### config.mk
export PLATFORM = sky130hd
export DESIGN_NAME = table_driven_comment_extractor
export DESIGN_NICKNAME = d
export VERILOG_FILES = /design/src/design/tdce_pkg.sv /design/src/design/tdce_ram.sv /design/src/design/tdce_ctrl.sv /design/src/design/tdce_dp.sv /design/src/design/table_driven_comment_extractor.sv
export VERILOG_INCLUDE_DIRS = /design/src /design/src/design
export SDC_FILE = /design/constraint.sdc
export NUM_CORES = 1
export LEC_CHECK = 0
export ABC_AREA = 1
export BUFFER_PORTS_ARGS = -buffer_cell sky130_fd_sc_hd__buf_2
export CAP_MARGIN = 25
export CORE_ASPECT_RATIO = 1.5
export CORE_MARGIN = 2
export CORE_UTILIZATION = 63
export DETAILED_ROUTE_END_ITERATION = 10
export PLACE_DENSITY = 0.85
export SYNTH_ARGS = -nofsm -noshare
export SYNTH_HDL_FRONTEND = slang
export SYNTH_SLANG_ARGS = --single-unit
### constraint.sdc
create_clock -name i_clk -period 4.7 [get_ports i_clk]
set_clock_uncertainty 0.2 [all_clocks]
set_input_delay 0.94 -clock i_clk [delete_from_list [all_inputs] [get_ports i_clk]]
set_output_delay 0.94 -clock i_clk [all_outputs]
set_load 0.03 [all_outputs]
### src/design/table_driven_comment_extractor_defines.svh
// Assertion macros shared by the comment extractor modules.
`ifndef TABLE_DRIVEN_COMMENT_EXTRACTOR_DEFINES_SVH
`define TABLE_DRIVEN_COMMENT_EXTRACTOR_DEFINES_SVH

`ifndef NO_ASSERTIONS

// Checked on every rising clock edge outside of reset.
`define TDCE_ASSERT(lbl, prop, msg) \
    lbl: assert property (@(posedge i_clk) disable iff (!i_rst_n) (prop)) else $error(msg);

// Checked on every rising clock edge, reset included.
`define TDCE_ASSERT_ALWAYS(lbl, prop, msg) \
    lbl: assert property (@(posedge i_clk) (prop)) else $error(msg);

`else

`define TDCE_ASSERT(lbl, prop, msg)
`define TDCE_ASSERT_ALWAYS(lbl, prop, msg)

`endif

`endif

### src/design/tdce_pkg.sv
// Package with shared types and constants of the comment extractor.
`timescale 1ns / 1ps

package tdce_pkg;

    localparam int CHAR_W  = 8;
    localparam int STATE_W = 3;
    localparam int CFG_W   = 24;
    localparam int CFG_IDX_W = 2;

    // Character classes.
    localparam logic [CHAR_W-1:0] CHAR_SLASH = 8'h2F;
    localparam logic [CHAR_W-1:0] CHAR_STAR  = 8'h2A;

    // First state that completes a comment.
    localparam logic [STATE_W-1:0] FIRST_FINAL = 3'd4;

    // Configuration register indexes.
    localparam logic [CFG_IDX_W-1:0] REG_NEXT_ON_SLASH = 2'd0;
    localparam logic [CFG_IDX_W-1:0] REG_NEXT_ON_STAR  = 2'd1;
    localparam logic [CFG_IDX_W-1:0] REG_NEXT_ON_OTHER = 2'd2;

    // What an accepted character does to the buffer.
    localparam logic [1:0] KIND_CLEAR  = 2'd0;
    localparam logic [1:0] KIND_APPEND = 2'd1;
    localparam logic [1:0] KIND_FINAL  = 2'd2;

    // Commands from the controller to the datapath.
    typedef struct packed {
        logic accept;
        logic rd_start;
        logic rd_next;
        logic load_entry;
        logic load_tail;
    } t_dp_cmd;

    // Status from the datapath to the controller.
    typedef struct packed {
        logic [1:0] kind;
        logic       fill_zero;
        logic       last_entry;
        logic       out_free;
    } t_dp_sts;

endpackage

### src/design/tdce_ram.sv
// Generic single write port, single read port RAM with registered read data.
`timescale 1ns / 1ps

module tdce_ram #(
    parameter int WIDTH = 8,
    parameter int DEPTH = 63,
    localparam int AW = (DEPTH > 1) ? $clog2(DEPTH) : 1
) (
    input  logic             i_clk,
    input  logic             i_wr_en,
    input  logic [AW-1:0]    i_wr_addr,
    input  logic [WIDTH-1:0] i_wr_data,
    input  logic             i_rd_en,
    input  logic [AW-1:0]    i_rd_addr,
    output logic [WIDTH-1:0] o_rd_data
);

    logic [WIDTH-1:0] r_mem [DEPTH];
    logic [WIDTH-1:0] r_rd_data;

    // Write port.
    always_ff @(posedge i_clk) begin
        if (i_wr_en) begin
            r_mem[i_wr_addr] <= i_wr_data;
        end
    end

    // Read port; the data holds while no read is issued.
    always_ff @(posedge i_clk) begin
        if (i_rd_en) begin
            r_rd_data <= r_mem[i_rd_addr];
        end
    end

    assign o_rd_data = r_rd_data;

endmodule

### src/design/tdce_ctrl.sv
// Controller state machine: accepts characters and sequences the drain of a comment.
`timescale 1ns / 1ps

`include "table_driven_comment_extractor_defines.svh"

module tdce_ctrl
    import tdce_pkg::*;
(
    input  logic    i_clk,
    input  logic    i_rst_n,
    input  logic    i_in_valid,
    output logic    o_in_ready,
    input  t_dp_sts i_sts,
    output t_dp_cmd o_cmd
);

    localparam logic [1:0] ST_IDLE = 2'd0;
    localparam logic [1:0] ST_LOAD = 2'd1;
    localparam logic [1:0] ST_TAIL = 2'd2;

    logic [1:0] r_state;
    logic [1:0] n_state;
    t_dp_cmd    cmd;

    // Next state and commands.
    always_comb begin
        n_state = r_state;
        cmd     = '0;
        case (r_state)
            ST_IDLE: begin
                if (i_in_valid) begin
                    cmd.accept = 1'b1;
                    if (i_sts.kind == KIND_FINAL) begin
                        if (i_sts.fill_zero) begin
                            n_state = ST_TAIL;
                        end else begin
                            cmd.rd_start = 1'b1;
                            n_state      = ST_LOAD;
                        end
                    end
                end
            end
            ST_LOAD: begin
                if (i_sts.out_free) begin
                    cmd.load_entry = 1'b1;
                    if (i_sts.last_entry) begin
                        n_state = ST_TAIL;
                    end else begin
                        cmd.rd_next = 1'b1;
                    end
                end
            end
            ST_TAIL: begin
                if (i_sts.out_free) begin
                    cmd.load_tail = 1'b1;
                    n_state       = ST_IDLE;
                end
            end
            default: begin
                n_state = ST_IDLE;
            end
        endcase
    end

    // State register.
    always_ff @(posedge i_clk) begin
        if (!i_rst_n) begin
            r_state <= ST_IDLE;
        end else begin
            r_state <= n_state;
        end
    end

    assign o_in_ready = (r_state == ST_IDLE);
    assign o_cmd      = cmd;

    // A completing character always leads into the drain.
    `TDCE_ASSERT(a_final_leaves_idle, (cmd.accept && i_sts.kind == KIND_FINAL) |=> (r_state != ST_IDLE), "final character did not start a drain")
    // The buffer is only drained when it holds something.
    `TDCE_ASSERT(a_load_nonempty, (r_state == ST_LOAD) |-> !i_sts.fill_zero, "drain of an empty buffer")
    // A beat is only loaded when the output register can take it.
    `TDCE_ASSERT_ALWAYS(a_load_when_free, (cmd.load_entry || cmd.load_tail) |-> i_sts.out_free, "output beat overwritten")
    // The closing beat returns the block to accepting characters.
    `TDCE_ASSERT(a_tail_to_idle, cmd.load_tail |=> o_in_ready, "block did not return to idle")

endmodule

### src/design/tdce_dp.sv
// Datapath: DFA table lookup, comment buffer, fill count and output register.
`timescale 1ns / 1ps

module tdce_dp
    import tdce_pkg::*;
#(
    parameter int BUFFER_DEPTH = 63,
    parameter int NUM_STATES   = 8
) (
    input  logic                 i_clk,
    input  logic                 i_rst_n,
    input  t_dp_cmd              i_cmd,
    output t_dp_sts              o_sts,
    input  logic [CHAR_W-1:0]    i_in_char,
    input  logic                 i_cfg_we,
    input  logic [CFG_IDX_W-1:0] i_cfg_index,
    input  logic [CFG_W-1:0]     i_cfg_data,
    output logic                 o_out_valid,
    input  logic                 i_out_ready,
    output logic [CHAR_W-1:0]    o_out_char,
    output logic                 o_last_of_comment,
    output logic                 o_truncated
);

    localparam int AW = (BUFFER_DEPTH > 1) ? $clog2(BUFFER_DEPTH) : 1;
    localparam int FW = $clog2(BUFFER_DEPTH + 1);
    localparam logic [FW-1:0] DEPTH_F = FW'(BUFFER_DEPTH);
    localparam logic [STATE_W:0] NSTATES = (STATE_W + 1)'(NUM_STATES);

    logic [CFG_W-1:0]   r_next_on_slash;
    logic [CFG_W-1:0]   r_next_on_star;
    logic [CFG_W-1:0]   r_next_on_other;
    logic [STATE_W-1:0] r_fsm;
    logic [FW-1:0]      r_fill;
    logic               r_ovf;
    logic [CHAR_W-1:0]  r_hold;
    logic [AW-1:0]      r_idx;
    logic               r_out_valid;
    logic [CHAR_W-1:0]  r_out_char;
    logic               r_out_last;
    logic               r_out_trunc;

    logic [CFG_W-1:0]   row;
    logic [STATE_W-1:0] nxt_raw;
    logic [STATE_W-1:0] nxt;
    logic [1:0]         kind;
    logic               full;
    logic               wr_en;
    logic               rd_en;
    logic [AW-1:0]      rd_addr;
    logic [CHAR_W-1:0]  rd_data;
    logic               out_free;

    // Configuration registers.
    always_ff @(posedge i_clk) begin
        if (!i_rst_n) begin
            r_next_on_slash <= '0;
            r_next_on_star  <= '0;
            r_next_on_other <= '0;
        end else if (i_cfg_we) begin
            case (i_cfg_index)
                REG_NEXT_ON_SLASH: r_next_on_slash <= i_cfg_data;
                REG_NEXT_ON_STAR:  r_next_on_star  <= i_cfg_data;
                REG_NEXT_ON_OTHER: r_next_on_other <= i_cfg_data;
                default: begin
                end
            endcase
        end
    end

    // Table lookup for the next DFA state of the incoming character.
    always_comb begin
        if (i_in_char == CHAR_SLASH) begin
            row = r_next_on_slash;
        end else if (i_in_char == CHAR_STAR) begin
            row = r_next_on_star;
        end else begin
            row = r_next_on_other;
        end
        nxt_raw = row[5'(r_fsm) * 5'd3 +: STATE_W];
        nxt     = ({1'b0, nxt_raw} >= NSTATES) ? '0 : nxt_raw;
        if (nxt == '0) begin
            kind = KIND_CLEAR;
        end else if (nxt < FIRST_FINAL) begin
            kind = KIND_APPEND;
        end else begin
            kind = KIND_FINAL;
        end
    end

    assign full     = (r_fill == DEPTH_F);
    assign out_free = !r_out_valid || i_out_ready;
    assign wr_en    = i_cmd.accept && (kind == KIND_APPEND) && !full;
    assign rd_en    = i_cmd.rd_start || i_cmd.rd_next;
    assign rd_addr  = i_cmd.rd_start ? '0 : AW'(r_idx + 1'b1);

    // DFA state, fill count and overflow flag.
    always_ff @(posedge i_clk) begin
        if (!i_rst_n) begin
            r_fsm  <= '0;
            r_fill <= '0;
            r_ovf  <= 1'b0;
        end else if (i_cmd.accept) begin
            case (kind)
                KIND_APPEND: begin
                    r_fsm <= nxt;
                    if (full) begin
                        r_ovf <= 1'b1;
                    end else begin
                        r_fill <= r_fill + 1'b1;
                    end
                end
                KIND_FINAL: begin
                    r_fsm <= '0;
                end
                default: begin
                    r_fsm  <= '0;
                    r_fill <= '0;
                    r_ovf  <= 1'b0;
                end
            endcase
        end else if (i_cmd.load_tail) begin
            r_fill <= '0;
            r_ovf  <= 1'b0;
        end
    end

    // Completing character and drain index.
    always_ff @(posedge i_clk) begin
        if (i_cmd.accept) begin
            r_hold <= i_in_char;
        end
        if (i_cmd.rd_start) begin
            r_idx <= '0;
        end else if (i_cmd.rd_next) begin
            r_idx <= r_idx + 1'b1;
        end
    end

    // Comment buffer.
    tdce_ram #(
        .WIDTH(CHAR_W),
        .DEPTH(BUFFER_DEPTH)
    ) u_store (
        .i_clk     (i_clk),
        .i_wr_en   (wr_en),
        .i_wr_addr (AW'(r_fill)),
        .i_wr_data (i_in_char),
        .i_rd_en   (rd_en),
        .i_rd_addr (rd_addr),
        .o_rd_data (rd_data)
    );

    // Output register.
    always_ff @(posedge i_clk) begin
        if (!i_rst_n) begin
            r_out_valid <= 1'b0;
        end else if (i_cmd.load_entry || i_cmd.load_tail) begin
            r_out_valid <= 1'b1;
        end else if (i_out_ready) begin
            r_out_valid <= 1'b0;
        end
    end

    always_ff @(posedge i_clk) begin
        if (i_cmd.load_entry) begin
            r_out_char  <= rd_data;
            r_out_last  <= 1'b0;
            r_out_trunc <= r_ovf;
        end else if (i_cmd.load_tail) begin
            r_out_char  <= r_hold;
            r_out_last  <= 1'b1;
            r_out_trunc <= r_ovf;
        end
    end

    // Status toward the controller.
    always_comb begin
        o_sts.kind       = kind;
        o_sts.fill_zero  = (r_fill == '0);
        o_sts.last_entry = ((FW'(r_idx) + FW'(1)) == r_fill);
        o_sts.out_free   = out_free;
    end

    assign o_out_valid       = r_out_valid;
    assign o_out_char        = r_out_char;
    assign o_last_of_comment = r_out_last;
    assign o_truncated       = r_out_trunc;

endmodule

### src/design/table_driven_comment_extractor.sv
// Top level of the table-driven comment extractor.
//
// Usage:
// - Input channel (i_in_valid / o_in_ready / i_in_char) takes one character per beat.
// - Config channel (i_cfg_valid / o_cfg_ready) writes one of three 24-bit DFA rows:
//   index 0 slash, 1 star, 2 any other character; other indexes are ignored.
//   Bits [3s+2:3s] of a row give the next state from state s. Write only while idle.
// - Output channel (o_out_valid / i_out_ready) gives one comment character per beat,
//   with o_last_of_comment on the closing beat and o_truncated on every beat of a
//   comment that lost characters to a full buffer.
// Throughput: characters that do not complete a comment stream at one per cycle while
// no drain is in progress. A completing character with n buffered characters holds
// the block until its n + 1 beats are loaded: the buffered characters, read in turn
// through the single read port of the comment buffer, then the completing character.
// The first beat is loaded in the LOAD or TAIL state after acceptance, buffer empty or not.
// Reset (synchronous, active low) clears the DFA rows, state, fill count and flag.
// The buffer needs no clearing. When the receiver stalls, the drain pauses and no
// new character is taken until the last beat of the comment is loaded.
`timescale 1ns / 1ps

module table_driven_comment_extractor
    import tdce_pkg::*;
#(
    parameter int BUFFER_DEPTH = 63,
    parameter int NUM_STATES   = 8
) (
    input  logic                 i_clk,
    input  logic                 i_rst_n,
    input  logic                 i_in_valid,
    output logic                 o_in_ready,
    input  logic [CHAR_W-1:0]    i_in_char,
    input  logic                 i_cfg_valid,
    output logic                 o_cfg_ready,
    input  logic [CFG_IDX_W-1:0] i_cfg_index,
    input  logic [CFG_W-1:0]     i_cfg_data,
    output logic                 o_out_valid,
    input  logic                 i_out_ready,
    output logic [CHAR_W-1:0]    o_out_char,
    output logic                 o_last_of_comment,
    output logic                 o_truncated
);

    t_dp_cmd cmd;
    t_dp_sts sts;

    // Configuration writes are always taken.
    assign o_cfg_ready = 1'b1;

    tdce_ctrl u_ctrl (
        .i_clk      (i_clk),
        .i_rst_n    (i_rst_n),
        .i_in_valid (i_in_valid),
        .o_in_ready (o_in_ready),
        .i_sts      (sts),
        .o_cmd      (cmd)
    );

    tdce_dp #(
        .BUFFER_DEPTH(BUFFER_DEPTH),
        .NUM_STATES  (NUM_STATES)
    ) u_dp (
        .i_clk             (i_clk),
        .i_rst_n           (i_rst_n),
        .i_cmd             (cmd),
        .o_sts             (sts),
        .i_in_char         (i_in_char),
        .i_cfg_we          (i_cfg_valid),
        .i_cfg_index       (i_cfg_index),
        .i_cfg_data        (i_cfg_data),
        .o_out_valid       (o_out_valid),
        .i_out_ready       (i_out_ready),
        .o_out_char        (o_out_char),
        .o_last_of_comment (o_last_of_comment),
        .o_truncated       (o_truncated)
    );

endmodule
==> results.py, run 1 <==
metrics = {
    "global_routing": {
        "grt_start_max_net_pins": 127,
        "antenna_found_initial": 2,
        "grt_pass1_vias": 20200,
        "grtUsageTotal_pct": 32.1,
        "grt_pass1_wl_um": 110000,
        "overflow": 0,
    },
    "cts": {
        "cts-buffers-inserted": 52,
        "cts_sinks": 621,
        "cts_tree": "done",
        "cts_root_buf": "clkbuf_16",
        "cts.path.max_buffers": 3,
        "clk_pin_slew_worst_paths_ns": 0.07,
        "ctsHoldBuffers": 0,
        "cts_resized": 0,
        "htreeDepth": 2,
        "worstSkewPairLatency_ns": 0.60,
        "postCtsSetupBuffers": 0,
    },
    "hold_path": {
        "hold_end": "u_dp.r_next_on_other[6]$_SDFFE_PN0P_",
        "min_from": "u_dp.r_next_on_other[6]$_SDFFE_PN0P_",
        "whs_path_depth": 2,
        "hp-class": "flip-flop to flip-flop",
    },
    "die": {
        "core_area_um2": 42800,
        "core.rowCount": 93,
        "die_h_um": 259,
        "initial_core_util_pct": 63.8,
        "die_area_um2": 45100,
        "fp.dieW_um": 174,
        "pin_count": 52,
    },
    "synth": {
        "synthesis.nets": 2663,
        "ys_seq_elements": 621,
        "synth_area_um2": 27300,
        "avgSynthCellArea_um2": 10.4,
        "ys_seq_area_share_pct": 64.9,
        "ys_warn_count": 0,
        "synthDistinctLibCells": 38,
        "synth_cells": 2621,
    },
    "worst_setup_path": {
        "cp-end-kind": "flip-flop",
        "cpPeakStageDelay_ns": 0.44,
        "required_ns": 4.96,
        "r2r-end": "u_dp.u_store.o_rd_data[0]$_DFFE_PP_",
        "r2r_slack_ns": 0.97,
        "crit_fanout": 55,
        "critPathLaunch": "i_in_char[1]",
        "path_class": "input port to flip-flop",
        "slowest_stage": "nor2_1",
        "reg2reg_depth": 17,
        "crit_chain": "buf_2 > nand2_1 > nor2_1 > nand2_1 > buf_4 > o21ai_0 > inv_1 > nand2_1 > nand2_1 > nand2_2 > nand2_8 > nand2_4 > buf_12 > nand3_1 > nand3_1 > nand3_1 > nand3_1 > nand3_1 > nand2_1",
        "worstPathArrival_ns": 4.58,
        "r2r-start": "u_dp.r_fsm[0]$_SDFFE_PN0P_",
        "worstSetupStartpointType": "input port",
    },
    "timing": {
        "fmax_mhz": 232,
        "slew_violations": 0,
        "finalCriticalPeriod_ns": 4.31,
        "finalCritPeriodShare_pct": 91.7,
        "setup_violations": 0,
        "rsz0062_at_grt": "no",
        "worst_pin_slew_ns": 0.970,
        "relSlewSlack_pct": 35.3,
        "hold_violations": 0,
        "hold-worst-slack_ns": 0.257,
    },
    "power_and_ir_drop": {
        "max-vdd-ir-drop_v": 0.000584,
        "power_mw": 17.3,
        "p_leak_nw": 11.7,
        "cellPowerDensity_nw_per_um2": 572,
    },
    "finish": {
        "area_growth_pct": 10.4,
        "final_cells": 3280,
        "final_layout_size_suffix_gt1_share_pct": 12.2,
        "fin_area_um2": 30200,
        "nNetsFinal": 2708,
    },
    "route": {
        "post_drt_via_cell_ratio": 6.24,
        "drt_first_pass_iters": 7,
        "postRouteWirelength_um": 72900,
        "ant_nets": 0,
        "wl_per_cell_um": 22.2,
        "drtIter0Drc": 2752,
        "routed-via-count": 20500,
        "route.detailed.drc": 0,
    },
    "placed_design": {
        "hpwl_um": 44600,
        "gp_congestion": 0.980,
        "place_inst": 3181,
        "place_area_um2": 28400,
        "portBuffers": 50,
    },
    "status": {
        "status": "completed",
    },
    "job": {
        "max_cap_violations": 0,
    },
}
worst max path at each step:
stage / cells after the start / to / slack [ns]
2_1_floorplan: 17 / u_dp.u_store.r_mem[3][0]$_DFFE_PP_ / 1.07
3_3_place_gp: 20 / u_dp.u_store.o_rd_data[0]$_DFFE_PP_ / 0.02
3_5_place_dp: 20 / u_dp.u_store.o_rd_data[0]$_DFFE_PP_ / -0.03
4_1_cts: 20 / u_dp.u_store.o_rd_data[0]$_DFFE_PP_ / 0.58
5_1_grt: 20 / u_dp.u_store.o_rd_data[0]$_DFFE_PP_ / 0.25
6_report: 19 / u_dp.u_store.o_rd_data[0]$_DFFE_PP_ / 0.39
final cells by class:
cell class	count	area [um2]
Tap cell	570	713
Multi-Input combinational cell	1575	7820
Clock buffer	79	1590
Timing Repair Buffer	153	1160
Fill cell	2908	12700
Inverter	263	992
Sequential cell	621	17700
Antenna cell	1	2.50
Clock inverter	18	154
layout by cell type, fill, tap and decap left out, drive strengths merged, types with 2 or more instances in the layout:
master     n
a21boi     2
a21oi     24
buf      153
bufinv     2
clkbuf    79
clkinv    10
dfxtp     92
edfxtp   529
ha         3
inv      268
mux2i      2
nand2    325
nand3    517
nand3b   100
nand4      6
nor2     333
o2111ai   37
o211ai     9
o21ai    130
o22ai      5
or2       65
xor2      11
cells in the mapped netlist:
cell,number,area [um2]
or2_2,65,407
buf_1,19,71.3
nand3_2,3,30.0
and2_0,1,6.26
edfxtp_1,529,15900
a22oi_1,1,7.51
nand3_1,514,2570
nand2_4,1,11.3
nor2_8,1,20.0
o2111ai_1,37,324
clkbuf_1,66,248
inv_1,254,953
nand2_2,7,43.8
buf_6,14,158
ha_1,3,37.5
nand2_1,317,1190
o21ai_0,130,651
o22ai_1,5,31.3
clkinv_1,1,3.75
o211ai_1,9,67.6
a21oi_4,1,16.3
mux2i_1,2,20.0
nand3b_1,100,751
conb_1,1,3.75
nand4_4,3,63.8
a21boi_0,2,15.0
nor4_1,1,6.26
buf_2,57,285
nor2_1,329,1230
inv_2,8,30.0
xnor2_1,1,8.76
nor3_1,1,5.00
buf_4,6,45.0
nor2_4,3,33.8
dfxtp_1,92,1840
nand4_1,3,18.8
xor2_1,11,96.3
a21oi_1,23,115
worst max-delay path: cells and delay by family:
kind,cells,cell delay [ns]
AND/OR/NAND/NOR,14,2.61
AO/OA/AOI/OAI,1,0.19
buffers and inverters,4,0.77
state kept, by name, indices dropped and copies added, names as in the netlist:
| signal | flops |
|---|---|
| u_dp.r_next_on_star | 24 |
| u_dp.r_fill | 6 |
| u_dp.u_store.r_mem | 504 |
| u_dp.r_fsm | 3 |
| u_dp.r_ovf | 1 |
| u_dp.r_hold | 8 |
| u_dp.o_out_char | 8 |
| u_dp.r_next_on_slash | 24 |
| u_dp.r_idx | 6 |
| u_dp.o_out_valid | 1 |
| u_dp.o_truncated | 1 |
| u_dp.o_last_of_comment | 1 |
| u_dp.u_store.o_rd_data | 8 |
| u_ctrl.r_state | 2 |
| u_dp.r_next_on_other | 24 |
kinds of logic (layout without fill, tap and decap cells):
logic type | count (synthesis) | after routing | synth area share, %
other | 1 | 2 | 0.0137
XOR/XNOR | 12 | 12 | 0.385
buffers and inverters | 425 | 513 | 6.57
adder cells (fa/ha/maj) | 3 | 3 | 0.137
AO/OA/AOI/OAI | 208 | 208 | 4.49
multiplexers | 2 | 2 | 0.0733
AND/OR/NAND/NOR | 1349 | 1349 | 23.4
flip-flops | 621 | 621 | 64.9
routing by layer:
metal	share of wire [%]	routed length [um]	global-route usage (%)
met1	33	23800	36.6
met2	49	36100	55.0
met3	9.8	7180	4.44
met4	8.0	5860	24.6
met5	0	0	0
power by group:
group | leakage [nW] | internal [mW] | total, mW | switching (mW)
clock | 0.869 | 2.45 | 4.39 | 1.94
sequential | 5.51 | 6.10 | 6.17 | 0.0615
combinational | 5.28 | 1.97 | 6.71 | 4.75
total | 11.7 | 10.5 | 17.3 | 6.75
metrics by stage:
stage	utilization, %	worst slack [ns]	TNS [ns]
3_3_place_gp	66.3	0.0196	0
2_1_floorplan	-	1.07	0
5_1_grt	70.4	0.250	0
4_1_cts	70.4	0.583	0
3_5_place_dp	66.3	-0.0330	-0.0541
6_report	70.4	0.389	0
(Power assumes the default switching activity.)
==> run 2, diff against run 1 <==
Settings changed: CORE_UTILIZATION 63 to 60, GPL_TIMING_DRIVEN set to 0, PLACE_DENSITY 0.85 to 0.82.
==> run 2 against run 1 <==
Wire length grew 27%. Sequential power is essentially flat. Via count grew 3.8%. Largest power group unchanged. Highest routed layer is now met5.
==> results.py, run 2 (synthesis results as in run 1) <==
metrics = {
    "finish": {
        "final_cells": 3394,
        "fin_area_um2": 31500,
        "final_cell_mix": "edfxtp_1, nand3_1, nand2_1",
        "regArea_um2": 17700,
        "nNetsFinal": 2810,
        "largest_reg_flops": 504,
        "fillCellCount": 3141,
        "regMostFlops": "u_dp.u_store.r_mem",
        "final_common_cell": "edfxtp_1",
        "area_growth_pct": 15.3,
        "final_layout_size_suffix_gt1_share_pct": 14.7,
        "multi_input_area_um2": 8280,
        "fin_util_pct": 70.1,
    },
    "die": {
        "core.rowCount": 95,
        "pin_count": 52,
        "die_area_um2": 47300,
        "core_area_um2": 44900,
        "fp.dieW_um": 178,
        "initial_core_util_pct": 60.8,
        "die_h_um": 265,
    },
    "route": {
        "ant_nets": 0,
        "routed-via-count": 21200,
        "post_drt_via_cell_ratio": 6.26,
        "drt_first_pass_iters": 6,
        "wl_per_cell_um": 27.2,
        "drtIter0Drc": 2949,
        "postRouteWirelength_um": 92300,
        "route.detailed.drc": 0,
    },
    "timing": {
        "slew_violations": 0,
        "worst_pin_slew_ns": 1.20,
        "relSlewSlack_pct": 19.9,
        "fin_ws_ns": 0.0496,
        "hold_violations": 0,
        "setup_violations": 0,
        "setup_tns_ns": 0,
        "fmax_mhz": 215,
        "hold-worst-slack_ns": 0.246,
        "finalCritPeriodShare_pct": 98.9,
        "finalCriticalPeriod_ns": 4.65,
    },
    "power_and_ir_drop": {
        "cellPowerDensity_nw_per_um2": 604,
        "max-vdd-ir-drop_v": 0.000363,
        "power_mw": 19.0,
        "p_leak_nw": 11.9,
    },
    "global_routing": {
        "overflow": 0,
        "antenna_found_initial": 3,
        "grt_start_max_net_pins": 66,
        "grt_pass1_wl_um": 130000,
        "grt_pass1_vias": 20700,
        "grtUsageTotal_pct": 38.6,
    },
    "worst_setup_path": {
        "worstSetupStartpointType": "input port",
        "path_class": "input port to flip-flop",
        "r2r_slack_ns": 0.49,
        "r2r-start": "u_dp.r_fsm[0]$_SDFFE_PN0P_",
        "cpPeakStageDelay_ns": 0.32,
        "cp-end-kind": "flip-flop",
        "slowest_stage": "buf_4",
        "r2r-end": "u_dp.u_store.o_rd_data[3]$_DFFE_PP_",
        "reg2reg_depth": 17,
        "required_ns": 4.80,
        "crit_fanout": 24,
        "crit_chain": "buf_4 > buf_16 > nand2_1 > nor2_1 > nand2_1 > buf_2 > nand3_1 > nand2_1 > nand2_1 > nand2_2 > nand2_4 > nand2_4 > inv_2 > buf_2 > clkbuf_4 > nand3_1 > nand3_1 > nand3_1 > nand3_1 > nand2_1",
        "worstPathArrival_ns": 4.75,
    },
    "cts": {
        "clk_pin_slew_worst_paths_ns": 0.07,
        "cts-buffers-inserted": 56,
        "cts_root_buf": "clkbuf_16",
        "worstSkewPairLatency_ns": 0.61,
        "cts.path.max_buffers": 3,
        "htreeDepth": 2,
        "cts_sinks": 621,
        "cts_tree": "done",
    },
    "job": {
        "max_cap_violations": 0,
    },
    "hold_path": {
        "whs_path_depth": 0,
        "min_from": "u_dp.r_ovf$_SDFFE_PN0P_",
        "hold_end": "u_dp.o_truncated$_DFFE_PP_",
        "hp-class": "flip-flop to flip-flop",
    },
    "placed_design": {
        "hpwl_um": 65600,
        "post-place-ws_ns": -1.16,
        "gp_congestion": 1.01,
        "place_inst": 3258,
        "portBuffers": 49,
        "place_area_um2": 28400,
    },
    "status": {
        "status": "completed",
    },
}
-- run 2: changes by cell type in the layout (fill, tap and decap cells not counted), moves of 14 or more --
| cell | change |
|---|---|
| buf_4 | -81 |
| clkbuf_1 | +63 |
| nor2_1 | -63 |
| nor2_4 | +61 |
| buf_2 | +45 |
| buf_12 | +25 |
| buf_6 | +16 |
| buf_1 | +14 |
-- run 2: how the worst max path moves through the flow --
stage	slack [ns]	to	cells after the start	start
3_5_place_dp	-1.16	u_dp.u_store.r_mem[7][0]$_DFFE_PP_	18	i_in_char[7]
6_report	0.05	u_dp.u_store.o_rd_data[3]$_DFFE_PP_	20	i_in_char[1]
2_1_floorplan	1.07	u_dp.u_store.r_mem[3][0]$_DFFE_PP_	17	i_in_char[4]
4_1_cts	-0.20	u_dp.u_store.r_mem[50][7]$_DFFE_PP_	18	i_in_char[7]
3_3_place_gp	-1.46	u_dp.u_store.r_mem[6][2]$_DFFE_PP_	17	i_in_char[4]
5_1_grt	-0.05	u_dp.u_store.r_mem[53][7]$_DFFE_PP_	19	i_in_char[1]
-- run 2: critical path: cells and delay by family --
kind	cells	cell delay (ns)
simple gates	14	2.27
buf+inv	6	1.50
-- run 2: metal layers --
| layer | vias up | GRT usage, % | share of wire (%) |
|---|---|---|---|
| li1 | 9297 | - | - |
| met1 | 10100 | 42.1 | 32 |
| met2 | 1422 | 66.4 | 50 |
| met3 | 398 | 6.62 | 8.5 |
| met4 | 2 | 29.8 | 9.7 |
| met5 | - | 0 | 0.014 |
-- run 2: area by class of cell --
type,instances,share of cell area [%]
buffer,162,2.64
multi-input combinational,1575,26.3
clock inverter,25,0.700
tap,582,2.31
antenna,1,0.00795
sequential,621,56.3
clock buffer,76,5.18
timing repair buffer,89,3.38
inverter,263,3.14
-- run 2: power breakdown --
group	internal, mW	total (mW)	switching (mW)
combinational	2.06	8.18	6.12
clock	2.64	4.67	2.03
sequential	6.10	6.16	0.0585
total	10.8	19.0	8.21
-- run 2: timing repair --
item / 4_1_cts / 5_1_grt
setup buffers: 5 / 27
cloned: 0 / 1
hold buffers: 0 / 0
endpoints found under the setup margin: 512 / 448
gates resized for setup: 69 / 83
pin swaps: 3 / 34
